**src/pcdm_pkg.sv**
```systemverilog
// Shared widths, field offsets and codes for the PWM capture duty meter.
`default_nettype none

package pcdm_pkg;

   localparam int TIME_W     = 32;  // on / off time and overflow tally
   localparam int SPAN_W     = 17;  // timer_span register
   localparam int PERIOD_W   = 33;  // on + off without wrap
   localparam int DUTY_W     = 7;   // duty quotient, 0..100
   localparam int NUM_W      = TIME_W + DUTY_W;  // on_time * 100

   localparam logic [SPAN_W-1:0] SPAN_RESET = 17'h10000;

   // result tdata layout, lowest bit first
   localparam int ON_LSB      = 0;
   localparam int OFF_LSB     = ON_LSB + TIME_W;
   localparam int PERIOD_LSB  = OFF_LSB + TIME_W;
   localparam int DUTY_LSB    = PERIOD_LSB + PERIOD_W;
   localparam int RSP_TDATA_W = DUTY_LSB + DUTY_W;  // 104, whole bytes

   localparam logic [DUTY_W-1:0] DUTY_MAX = 7'd100;

   // req_tuser codes
   localparam logic OP_OVERFLOW = 1'b0;
   localparam logic OP_EDGE     = 1'b1;

endpackage

`default_nettype wire

```
**src/pcdm_mul.sv**
```systemverilog
// Bit-serial multiplier: low 32 bits of overflow tally times timer span.
`default_nettype none

module pcdm_mul (
   input  wire logic                          clock,
   input  wire logic                          reset,
   input  wire logic                          start,
   input  wire logic [pcdm_pkg::TIME_W-1:0]   mcand,
   input  wire logic [pcdm_pkg::SPAN_W-1:0]   mplier,
   output logic                               done,
   output logic [pcdm_pkg::TIME_W-1:0]        product
);

   localparam int CNT_W = $clog2(pcdm_pkg::SPAN_W);

   logic [pcdm_pkg::TIME_W-1:0] acc_ff, acc_in;
   logic [pcdm_pkg::TIME_W-1:0] a_ff, a_in;
   logic [pcdm_pkg::SPAN_W-1:0] b_ff, b_in;
   logic [CNT_W-1:0]            cnt_ff, cnt_in;
   logic                        busy_ff, busy_in;
   logic                        done_ff, done_in;

   // multiplier bits enter MSB first; accumulator doubles each step
   always_comb begin
      acc_in  = acc_ff;
      a_in    = a_ff;
      b_in    = b_ff;
      cnt_in  = cnt_ff;
      busy_in = busy_ff;
      done_in = 1'b0;
      if (start) begin
         acc_in  = '0;
         a_in    = mcand;
         b_in    = mplier;
         cnt_in  = '0;
         busy_in = 1'b1;
      end else if (busy_ff) begin
         acc_in = (acc_ff << 1) + (b_ff[pcdm_pkg::SPAN_W-1] ? a_ff : '0);
         b_in   = b_ff << 1;
         cnt_in = cnt_ff + 1'b1;
         if (cnt_ff == CNT_W'(pcdm_pkg::SPAN_W - 1)) begin
            busy_in = 1'b0;
            done_in = 1'b1;
         end
      end
   end

   always_ff @(posedge clock) begin
      if (reset) begin
         busy_ff <= 1'b0;
         done_ff <= 1'b0;
         cnt_ff  <= '0;
      end else begin
         busy_ff <= busy_in;
         done_ff <= done_in;
         cnt_ff  <= cnt_in;
      end
      acc_ff <= acc_in;
      a_ff   <= a_in;
      b_ff   <= b_in;
   end

   assign done    = done_ff;
   assign product = acc_ff;

endmodule

`default_nettype wire

```
**src/pcdm_div.sv**
```systemverilog
// Restoring divider, one quotient bit per cycle, for the duty percentage.
`default_nettype none

module pcdm_div (
   input  wire logic                          clock,
   input  wire logic                          reset,
   input  wire logic                          start,
   input  wire logic [pcdm_pkg::NUM_W-1:0]    num,   // on_time * 100
   input  wire logic [pcdm_pkg::PERIOD_W-1:0] den,   // period, num < 128 * den
   output logic                               done,
   output logic [pcdm_pkg::DUTY_W-1:0]        quot
);

   localparam int QW    = pcdm_pkg::DUTY_W;
   localparam int RW    = pcdm_pkg::PERIOD_W;
   localparam int CNT_W = $clog2(QW);

   logic [RW-1:0]    rem_ff, rem_in;
   logic [RW-1:0]    den_ff, den_in;
   logic [QW-1:0]    nlo_ff, nlo_in;
   logic [QW-1:0]    q_ff, q_in;
   logic [CNT_W-1:0] cnt_ff, cnt_in;
   logic             busy_ff, busy_in;
   logic             done_ff, done_in;
   logic [RW:0]      trial;
   logic [RW:0]      diff;
   logic             ge;

   assign trial = {rem_ff, nlo_ff[QW-1]};
   assign diff  = trial - {1'b0, den_ff};
   assign ge    = trial >= {1'b0, den_ff};

   // upper dividend bits start as the partial remainder: they are below den
   always_comb begin
      rem_in  = rem_ff;
      den_in  = den_ff;
      nlo_in  = nlo_ff;
      q_in    = q_ff;
      cnt_in  = cnt_ff;
      busy_in = busy_ff;
      done_in = 1'b0;
      if (start) begin
         rem_in  = RW'(num[pcdm_pkg::NUM_W-1:QW]);
         den_in  = den;
         nlo_in  = num[QW-1:0];
         q_in    = '0;
         cnt_in  = '0;
         busy_in = 1'b1;
      end else if (busy_ff) begin
         rem_in = ge ? diff[RW-1:0] : trial[RW-1:0];
         q_in   = {q_ff[QW-2:0], ge};
         nlo_in = nlo_ff << 1;
         cnt_in = cnt_ff + 1'b1;
         if (cnt_ff == CNT_W'(QW - 1)) begin
            busy_in = 1'b0;
            done_in = 1'b1;
         end
      end
   end

   always_ff @(posedge clock) begin
      if (reset) begin
         busy_ff <= 1'b0;
         done_ff <= 1'b0;
         cnt_ff  <= '0;
      end else begin
         busy_ff <= busy_in;
         done_ff <= done_in;
         cnt_ff  <= cnt_in;
      end
      rem_ff <= rem_in;
      den_ff <= den_in;
      nlo_ff <= nlo_in;
      q_ff   <= q_in;
   end

   assign done = done_ff;
   assign quot = q_ff;

endmodule

`default_nettype wire

```
**src/pwm_capture_duty_meter.sv**
```systemverilog
// Top level of the PWM capture duty meter: edge sequencer, state and result register.
// From req transfer to rsp_tvalid an edge passes through 17 multiplier steps, S_EDGE,
// S_DIVS, 7 divider steps and S_OUT; a timer overflow skips the multiplier.
// One item at a time: req_tready is low until the sequencer is back in idle; a
// stalled rsp register holds the sequencer in its output state until it drains.
// Reset (synchronous, active high) clears times, tally, stamps and span to 65536;
// the first edge after reset is taken as falling.
`default_nettype none

module pwm_capture_duty_meter #(
   parameter int COUNT_BITS = 16   // timer counter width, 8..32
) (
   input  wire logic clock,
   input  wire logic reset,

   // input items
   input  wire logic                                req_tvalid,
   output logic                                     req_tready,
   input  wire logic [((COUNT_BITS+7)/8)*8-1:0]     req_tdata,  // timer_count, zero pad
   input  wire logic                                req_tuser,  // operation

   // results
   output logic                                     rsp_tvalid,
   input  wire logic                                rsp_tready,
   // on_time[31:0], off_time[63:32], period_ticks[96:64], duty_percent[103:97]
   output logic [pcdm_pkg::RSP_TDATA_W-1:0]         rsp_tdata,
   output logic                                     rsp_tuser,  // duty_valid

   // timer_span register
   input  wire logic                                csr_valid,
   output logic                                     csr_ready,
   input  wire logic [pcdm_pkg::SPAN_W-1:0]         csr_data
);

   localparam int TW = pcdm_pkg::TIME_W;
   localparam int PW = pcdm_pkg::PERIOD_W;

   // sequencer states
   localparam logic [2:0] S_IDLE = 3'd0;  // waiting for a req transfer
   localparam logic [2:0] S_MUL  = 3'd1;  // tally * span running
   localparam logic [2:0] S_EDGE = 3'd2;  // update on/off time and stamps
   localparam logic [2:0] S_DIVS = 3'd3;  // launch the duty divider
   localparam logic [2:0] S_DIVW = 3'd4;  // divider running
   localparam logic [2:0] S_OUT  = 3'd5;  // load the rsp register

   logic [2:0]                  state_ff, state_in;
   logic [pcdm_pkg::SPAN_W-1:0] span_ff, span_in;
   logic [TW-1:0]               on_ff, on_in;
   logic [TW-1:0]               off_ff, off_in;
   logic [TW-1:0]               tally_ff, tally_in;
   logic [COUNT_BITS-1:0]       rise_ff, rise_in;
   logic [COUNT_BITS-1:0]       fall_ff, fall_in;
   logic [COUNT_BITS-1:0]       count_ff, count_in;
   logic                        expect_rise_ff, expect_rise_in;
   logic                        rsp_valid_ff, rsp_valid_in;
   logic [pcdm_pkg::RSP_TDATA_W-1:0] rsp_data_ff, rsp_data_in;
   logic                        rsp_user_ff, rsp_user_in;

   logic                        req_xfer;
   logic                        mul_start, mul_done;
   logic [TW-1:0]               weight;
   logic                        div_start, div_done;
   logic [pcdm_pkg::DUTY_W-1:0] quot;
   logic [PW-1:0]               period;
   logic [pcdm_pkg::NUM_W-1:0]  on_wide, num;
   logic [TW-1:0]               other_stamp;
   logic [TW-1:0]               edge_ticks;
   logic                        period_nz;

   assign req_tready = (state_ff == S_IDLE);
   assign req_xfer   = req_tvalid && req_tready;
   assign csr_ready  = 1'b1;  // span must only be rewritten while idle; this block does not enforce it

   // period at full width; on * 100 as shifts, 39 bits
   assign period    = {1'b0, on_ff} + {1'b0, off_ff};
   assign period_nz = (period != '0);
   assign on_wide   = pcdm_pkg::NUM_W'(on_ff);
   assign num       = (on_wide << 6) + (on_wide << 5) + (on_wide << 2);

   // new time = count + tally * span - stamp of the opposite edge, mod 2^32
   assign other_stamp = expect_rise_ff ? TW'(fall_ff) : TW'(rise_ff);
   assign edge_ticks  = TW'(count_ff) + weight - other_stamp;

   // an edge starts the multiplier on the transfer itself
   assign mul_start = req_xfer && (req_tuser == pcdm_pkg::OP_EDGE);
   assign div_start = (state_ff == S_DIVS);

   pcdm_mul u_mul (
      .clock   (clock),
      .reset   (reset),
      .start   (mul_start),
      .mcand   (tally_ff),
      .mplier  (span_ff),
      .done    (mul_done),
      .product (weight)
   );

   pcdm_div u_div (
      .clock (clock),
      .reset (reset),
      .start (div_start),
      .num   (num),
      .den   (period),
      .done  (div_done),
      .quot  (quot)
   );

   always_comb begin
      state_in       = state_ff;
      span_in        = span_ff;
      on_in          = on_ff;
      off_in         = off_ff;
      tally_in       = tally_ff;
      rise_in        = rise_ff;
      fall_in        = fall_ff;
      count_in       = count_ff;
      expect_rise_in = expect_rise_ff;
      rsp_valid_in   = rsp_valid_ff;
      rsp_data_in    = rsp_data_ff;
      rsp_user_in    = rsp_user_ff;

      if (csr_valid && csr_ready) begin
         span_in = csr_data;
      end

      // rsp register drains independently of the sequencer
      if (rsp_valid_ff && rsp_tready) begin
         rsp_valid_in = 1'b0;
      end

      unique case (state_ff)
         S_IDLE: begin
            if (req_xfer) begin
               count_in = req_tdata[COUNT_BITS-1:0];
               if (req_tuser == pcdm_pkg::OP_EDGE) begin
                  state_in = S_MUL;
               end else begin
                  tally_in = tally_ff + 1'b1;  // wraps mod 2^32
                  state_in = S_DIVS;
               end
            end
         end
         S_MUL: begin
            if (mul_done) begin
               state_in = S_EDGE;
            end
         end
         S_EDGE: begin
            if (expect_rise_ff) begin
               rise_in = count_ff;
               off_in  = edge_ticks;
            end else begin
               fall_in = count_ff;
               on_in   = edge_ticks;
            end
            tally_in       = '0;
            expect_rise_in = !expect_rise_ff;
            state_in       = S_DIVS;
         end
         S_DIVS: begin
            state_in = S_DIVW;
         end
         S_DIVW: begin
            if (div_done) begin
               state_in = S_OUT;
            end
         end
         S_OUT: begin
            if (!rsp_valid_ff || rsp_tready) begin
               rsp_valid_in = 1'b1;
               rsp_data_in[pcdm_pkg::ON_LSB +: TW]     = on_ff;
               rsp_data_in[pcdm_pkg::OFF_LSB +: TW]    = off_ff;
               rsp_data_in[pcdm_pkg::PERIOD_LSB +: PW] = period;
               // zero period: divider output is meaningless, force duty to 0
               rsp_data_in[pcdm_pkg::DUTY_LSB +: pcdm_pkg::DUTY_W] =
                  period_nz ? quot : '0;
               rsp_user_in = period_nz;
               state_in    = S_IDLE;
            end
         end
         default: begin
            state_in = S_IDLE;
         end
      endcase
   end

   always_ff @(posedge clock) begin
      if (reset) begin
         state_ff       <= S_IDLE;
         span_ff        <= pcdm_pkg::SPAN_RESET;
         on_ff          <= '0;
         off_ff         <= '0;
         tally_ff       <= '0;
         rise_ff        <= '0;
         fall_ff        <= '0;
         expect_rise_ff <= 1'b0;
         rsp_valid_ff   <= 1'b0;
      end else begin
         state_ff       <= state_in;
         span_ff        <= span_in;
         on_ff          <= on_in;
         off_ff         <= off_in;
         tally_ff       <= tally_in;
         rise_ff        <= rise_in;
         fall_ff        <= fall_in;
         expect_rise_ff <= expect_rise_in;
         rsp_valid_ff   <= rsp_valid_in;
      end
      count_ff    <= count_in;
      rsp_data_ff <= rsp_data_in;
      rsp_user_ff <= rsp_user_in;
   end

   assign rsp_tvalid = rsp_valid_ff;
   assign rsp_tdata  = rsp_data_ff;
   assign rsp_tuser  = rsp_user_ff;

endmodule

`default_nettype wire

```
**config.mk**
```make
export PLATFORM = sky130hd
export DESIGN_NAME = pwm_capture_duty_meter
export DESIGN_NICKNAME = d
export VERILOG_FILES = /design/src/pcdm_pkg.sv /design/src/pcdm_mul.sv /design/src/pcdm_div.sv /design/src/pwm_capture_duty_meter.sv
export SDC_FILE = /design/constraint.sdc
export NUM_CORES = 1
export LEC_CHECK = 0
export BUFFER_PORTS_ARGS = -buffer_cell sky130_fd_sc_hd__buf_2
export CAP_MARGIN = 20
export CORE_UTILIZATION = 35
export CTS_BUF_LIST = sky130_fd_sc_hd__clkbuf_4
export DETAILED_ROUTE_END_ITERATION = 6
export GPL_ROUTABILITY_DRIVEN = 0
export GPL_TIMING_DRIVEN = 0
export PLACE_DENSITY = 0.51
export REMOVE_ABC_BUFFERS = 1
export SLEW_MARGIN = 25
export SYNTH_ARGS = -nofsm -noshare
export SYNTH_HDL_FRONTEND = slang
export SYNTH_SLANG_ARGS = --single-unit
```
**constraint.sdc**
```tcl
create_clock -name clock -period 5.1 [get_ports clock]
set_input_delay 0.51 -clock clock [delete_from_list [all_inputs] [get_ports clock]]
set_output_delay 0.51 -clock clock [all_outputs]
set_load 0.01 [all_outputs]
```
**After elaboration in Yosys (flattened, before gate mapping)**

Index checks and enable logic that the tools add are counted.

- Flip-flop bits (word level): 444
- Output and inout port bits: 108
- Input bits: 39

- $add $sub $neg: 10
- Equal/unequal tests: 12
- $lt $le $gt $ge: 1
- Reductions and logical operators: 21
- Muxes and demuxes: 29
- Bitwise logic cells: 3

Operators by type and width:

| cell | number |
|---|---|
| 32-bit two-way mux | 5 |
| 32-bit one-hot mux with 2 select lines | 1 |
| 38-bit by 37-bit adder with 39-bit output | 1 |
| 39-bit by 34-bit adder with 39-bit output | 1 |
| 34-bit by 33-bit greater-or-equal comparator with 1-bit output | 1 |
| 17-bit two-way mux | 2 |
| 32-bit by 32-bit adder with 33-bit output | 1 |
| 33-bit two-way mux | 1 |
| 33-bit nonzero test | 1 |
| 33-bit subtractor | 1 |
| 16-bit by 32-bit adder with 32-bit output | 1 |
| 32-bit by 1-bit adder with 32-bit output, second input constant | 1 |
| 32-bit adder | 1 |
| 32-bit by 16-bit subtractor with 32-bit output | 1 |
| 3-bit one-hot mux with 6 select lines | 1 |
| 16-bit two-way mux | 1 |
| 7-bit two-way mux | 2 |
| 3-bit two-way mux | 4 |
| 1-bit two-way mux | 11 |
| 3-bit equality test, second input constant | 3 |
| 2-bit AND reduction | 4 |
| 3-bit by 2-bit equality test with 1-bit output, second input constant | 2 |
| 2-bit by 1-bit != test with 1-bit output, second input constant | 3 |
| 2-bit nonzero test | 3 |
| other kinds (15) | 23 |

**Logic depth before layout (Yosys ltp)**

- Word-level depth: 4
- Gate-level depth with buffers: 18
- Depth with buffers taken out: 16

**Modules after synthesis**

Synthesis repeated with hierarchy kept, for this count alone.

- Cells, all modules: 2611
- Area total of the unflattened synthesis: 25852.3 sq um

Modules (own cells, without submodules):

| module | cells each | times used | area an instance (sq um) |
|---|---|---|---|
| pwm_capture_duty_meter | 1547 | 1 | 15300.9 |
| pcdm_div | 550 | 1 | 5408.9 |
| pcdm_mul | 514 | 1 | 5142.4 |

**Worst setup path after synthesis**

Ideal clock, no wire load.

- Path type: register to register
- Start point: reg expect_rise_ff
- End point: reg on_ff[30]
- Library setup time: 128 ps
- Setup slack: 950 ps
- Path buffers: 2
- Cell stages (with the launch flop): 19
- Arrival: 4022 ps
- Cells stage by stage: dfxtp_1 -> clkbuf_1 -> clkbuf_1 -> mux2_2 -> ha_1 -> inv_1 -> ha_1 -> inv_1 -> fa_1 -> nor2b_1 -> o21a_1 -> o21ai_0 -> a211oi_1 -> nor3_1 -> nor3_1 -> nor3_1 -> o31ai_1 -> mux2i_1 -> o31ai_1

- Longest elaborated chain between the ends: 2

Ends and longest elaborated chain:

| element | line | text |
|---|---|---|
| start, declared | pwm_capture_duty_meter.sv:54 | `logic expect_rise_ff, expect_rise_in;` |
| start signal, assigned | pwm_capture_duty_meter.sv:206 | `expect_rise_ff <= expect_rise_in;` |
| 16-bit two-way mux / 1-bit NOT (equally long branches) | n/a |  |
| 32-bit by 16-bit subtractor with 32-bit output / 2-bit AND reduction (equally long branches) | n/a |  |
| end signal, assigned | pwm_capture_duty_meter.sv:201 | `on_ff <= on_in;` |
| end, declared | pwm_capture_duty_meter.sv:48 | `logic [TW-1:0] on_ff, on_in;` |

Parallel ways exist; a longest one is shown, timed or not.
A chain may end at the register's enable or synchronous reset.

**Worst setup path after layout**

Ends and elaborated chain as after synthesis.

==> results.yml <==
place:
  dp_cells: 3599
  dp_hpwl_um: 47400
  placed_cell_area_um2: 27100
  io_buffers: 145
sta:
  period_share_pct: 93.3
  hold_violations: 0
  fin_crit_ns: 4.76
  relSlewSlack_pct: 34.4
  finalMaxSlewViolations: 0
  skew_ns: 0.0688
  worst_hold_slack_ns: 0.170
  grt_setup_unrepaired: "false"
  setup-violations-final: 0
  clock.fmax_mhz: 210
  max_slew.worst_pin.slew_ns: 0.981
power:
  seqPwrFrac_pct: 33.7
  p_int_mw: 8.67
  switchingPower_mw: 5.67
  peakVddDrop_mv: 0.185
  combPwrFrac_pct: 42.8
  p_sw_share_pct: 39.5
  clockPowerShare_pct: 23.4
  leakagePower_nw: 12.2
  finalPower_mw: 14.3
  pwr_density_cell_nw_per_um2: 489
clock_network:
  root_buffer: "clkbuf_4"
  cts_resized: 0
  clkLatencyLatePin_ns: 0.92
  numCtsBuffers: 117
  cts_tree: "built"
  clkTransAtPathRegs_ns: 0.06
  htreeDepth: 3
  ctsHoldBuffers: 53
  post-cts-setup-buffer-count: 0
  cts_sinks: 442
  clockBufferDepth: 3
floorplanning:
  rows: 98
  core-area_um2: 71500
  io_pins: 147
  dieHeight_um: 271
  die_w_um: 271
  die_area_um2: 73300
  start_util_pct: 35.3
synth:
  synthFlopType: "edfxtp_1"
  avgSynthCellArea_um2: 9.75
  synthDistinctLibCells: 80
  async_reset_ff_share_pct: 0
  yosysWarningCount: 0
  ys_seq_area_share_pct: 44.5
  ys_ff_latch: 442
  netlist_area_um2: 25300
  syn_inst: 2592
  synth_edf_count: 240
cells_and_area:
  instances_no_fill: 3874
  layout-drive-gt1-share_pct: 13.7
  fin_util_pct: 41.0
  nFillCells: 7007
  layout.nets: 3076
  area_growth_pct: 16.0
  final_area_um2: 29300
setup_path:
  crit_type: "flip-flop to flip-flop"
  cpMostUsedCell: "nor3_1"
  crit_chain: "mux2_2 -> fa_1 -> fa_1 -> nor2b_1 -> o21a_1 -> o21ai_0 -> a211oi_1 -> nor3_1 -> nor3_1 -> nor3_1 -> o31ai_1 -> mux2i_1 -> o31ai_1"
  cp_top_family: "compound AO/OA/AOI/OAI gates"
  max_stage_delay_ns: 0.74
  critPathSlowestCell: "dfxtp_2"
  arrival_ns: 5.52
  startpoint_type: "flip-flop"
  cp_max_fo: 22
  cp.required_ns: 5.86
  endpoint_kind: "flip-flop"
  crit_buf_inv: 0
grt:
  antenna_found_initial: 1
  grt_pass1_wl_um: 103000
  grt_max_degree: 85
  grt_pass1_vias: 20000
  grt_remaining_overflow: 0
  grt_util_all_layers_pct: 17.6
drt:
  ant_nets: 0
  wire_per_inst_um: 16.7
  dr.first_iter.drc_count: 1194
  drt_pre_antenna_iters: 7
  drc_errors: 0
  routed_wl_um: 64500
  vias: 19800
  vias_per_cell: 5.11
job:
  drv_cap: 0
hold_path:
  hp-class: "input pin to flip-flop"
run_status:
  status: "finished, final reports clean"
==> worst paths after layout <==
path                        from          end  slack, ns  cells after the start
setup / recovery  expect_rise_ff    on_ff[30]       0.34                     13
hold / removal         csr_valid  span_ff[16]       0.17                      3
setup reg to reg  expect_rise_ff    on_ff[30]       0.34                     13
hold reg to reg       rise_ff[8]   rise_ff[8]       0.46                      2
==> metrics by stage <==
step	setup WS, ns	setup TNS, ns
floorplan	1.08	0
global placement	-0.367	-19.42
detailed placement	0.336	0
CTS	0.356	0
global route	0.0538	0
finish	0.343	0
==> state kept, by name (all words and copies together), names as in the netlist, 17 cells and up <==
signal / count
rsp_tdata: 104
u_div.den_ff: 33
u_div.rem_ff: 33
off_ff: 32
on_ff: 32
tally_ff: 32
u_mul.a_ff: 32
u_mul.product: 32
span_ff: 17
u_mul.b_ff: 17
==> power groups by stage <==
stage | clock [mW] | combinational (mW) | sequential (mW)
after floorplan | 0 | 4.70 | 4.71
after global placement | 0 | 5.90 | 4.93
after detailed placement | 0 | 6.06 | 4.93
after CTS | 3.51 | 6.13 | 4.85
after global routing | 3.69 | 6.91 | 4.91
final | 3.36 | 6.14 | 4.84
==> routing by layer <==
layer | routed length, µm | GRT usage [%] | vias to the layer above | part of all wire (%)
li1 | - | - | 9833 | -
met1 | 27700 | 21.0 | 9357 | 43
met2 | 31800 | 30.6 | 457 | 49
met3 | 2860 | 2.85 | 130 | 4.4
met4 | 2190 | 8.27 | 0 | 3.4
met5 | 0 | 0 | - | 0
==> Yosys cell counts (5+ instances only) <==
library cell    n  area [µm²]
o21a_1         26         195
a41oi_1         6        52.6
and4_1          6        52.6
and2_1         52         325
and3_1         22         138
buf_1           9        33.8
a2111oi_0       5        43.8
a211oi_1       50         375
a21oi_1       211        1060
clkbuf_1       85         319
mux2i_1        54         541
mux2_2         18         203
ha_1          168        2100
o211ai_1        8        60.1
a31o_2          5        43.8
xnor2_1        78         683
fa_1           48         961
buf_2           5        25.0
a22o_1         23         201
or2_2           6        37.5
inv_1         153         574
nor4_1         12        75.1
o21ai_1         5        25.0
or3_1          22         138
nand2_1       274        1030
nand2b_1       16         100
xor2_1         79         692
nor2_1        215         807
a211o_1         6        52.6
nand3_1        51         255
nand4_1        28         175
o21ai_0       126         631
nor3_1         56         280
nor2b_1        21         131
o31ai_1        15         113
a21o_1         71         533
edfxtp_1      240        7210
a31oi_1        24         150
dfxtp_1       202        4040
o21bai_1       18         135
==> cell type report <==
cell class,instances,area [µm²],share of cell area (%)
Clock inverter,46,330,1.13
Tap cell,950,1190,4.06
Multi-Input combinational cell,1894,13100,44.7
Clock buffer,175,1310,4.48
Inverter,156,596,2.03
Timing Repair Buffer,210,1530,5.21
Sequential cell,442,11300,38.4
Antenna cell,1,2.50,0.00854
==> cell usage in the layout (no fill, tap or decap), types with 14 or more instances in the layout <==
cell type and instances:
o21a_1 25, xnor2_1 78, nor2_1 214, o21ai_0 126
o31ai_1 15, dfxtp_1 200, mux2i_1 54, dlygate4sd3_1 53
and2_1 52, nor2b_1 21, clkbuf_4 175, mux2_2 18
nor3_1 56, a22o_1 23, fa_1 48, a31oi_1 24
ha_1 168, and3_1 20, xor2_1 79, nand2_1 273
inv_1 153, a21oi_1 210, nand3_1 50, clkinv_1 31
edfxtp_1 240, buf_2 144, nand4_1 28, a21o_1 71
or3_1 22, o21bai_1 18, nand2b_1 14, a211oi_1 50
==> worst reg2reg max path, stage by stage (launching register included) <==
cell      delay (ns)
dfxtp_2         0.74
mux2_2          0.42
fa_1            0.49
fa_1            0.48
nor2b_1         0.13
o21a_1          0.13
o21ai_0         0.13
a211oi_1        0.51
nor3_1          0.20
nor3_1          0.44
nor3_1          0.15
o31ai_1         0.39
mux2i_1         0.34
o31ai_1         0.11
==> cells by family after synthesis <==
family                     count (synthesis)  share of synthesized area, %
and+or+nand+nor                          800                          14.7
AOI/OAI and AO/OA                        648                          16.4
DFF                                      442                          44.5
buffers and inverters                    256                          3.84
adders and majority gates                216                          12.1
xor gates and xnor gates                 157                          5.44
muxes                                     72                          2.94
other                                      1                        0.0148
(Power assumes the default switching activity.)
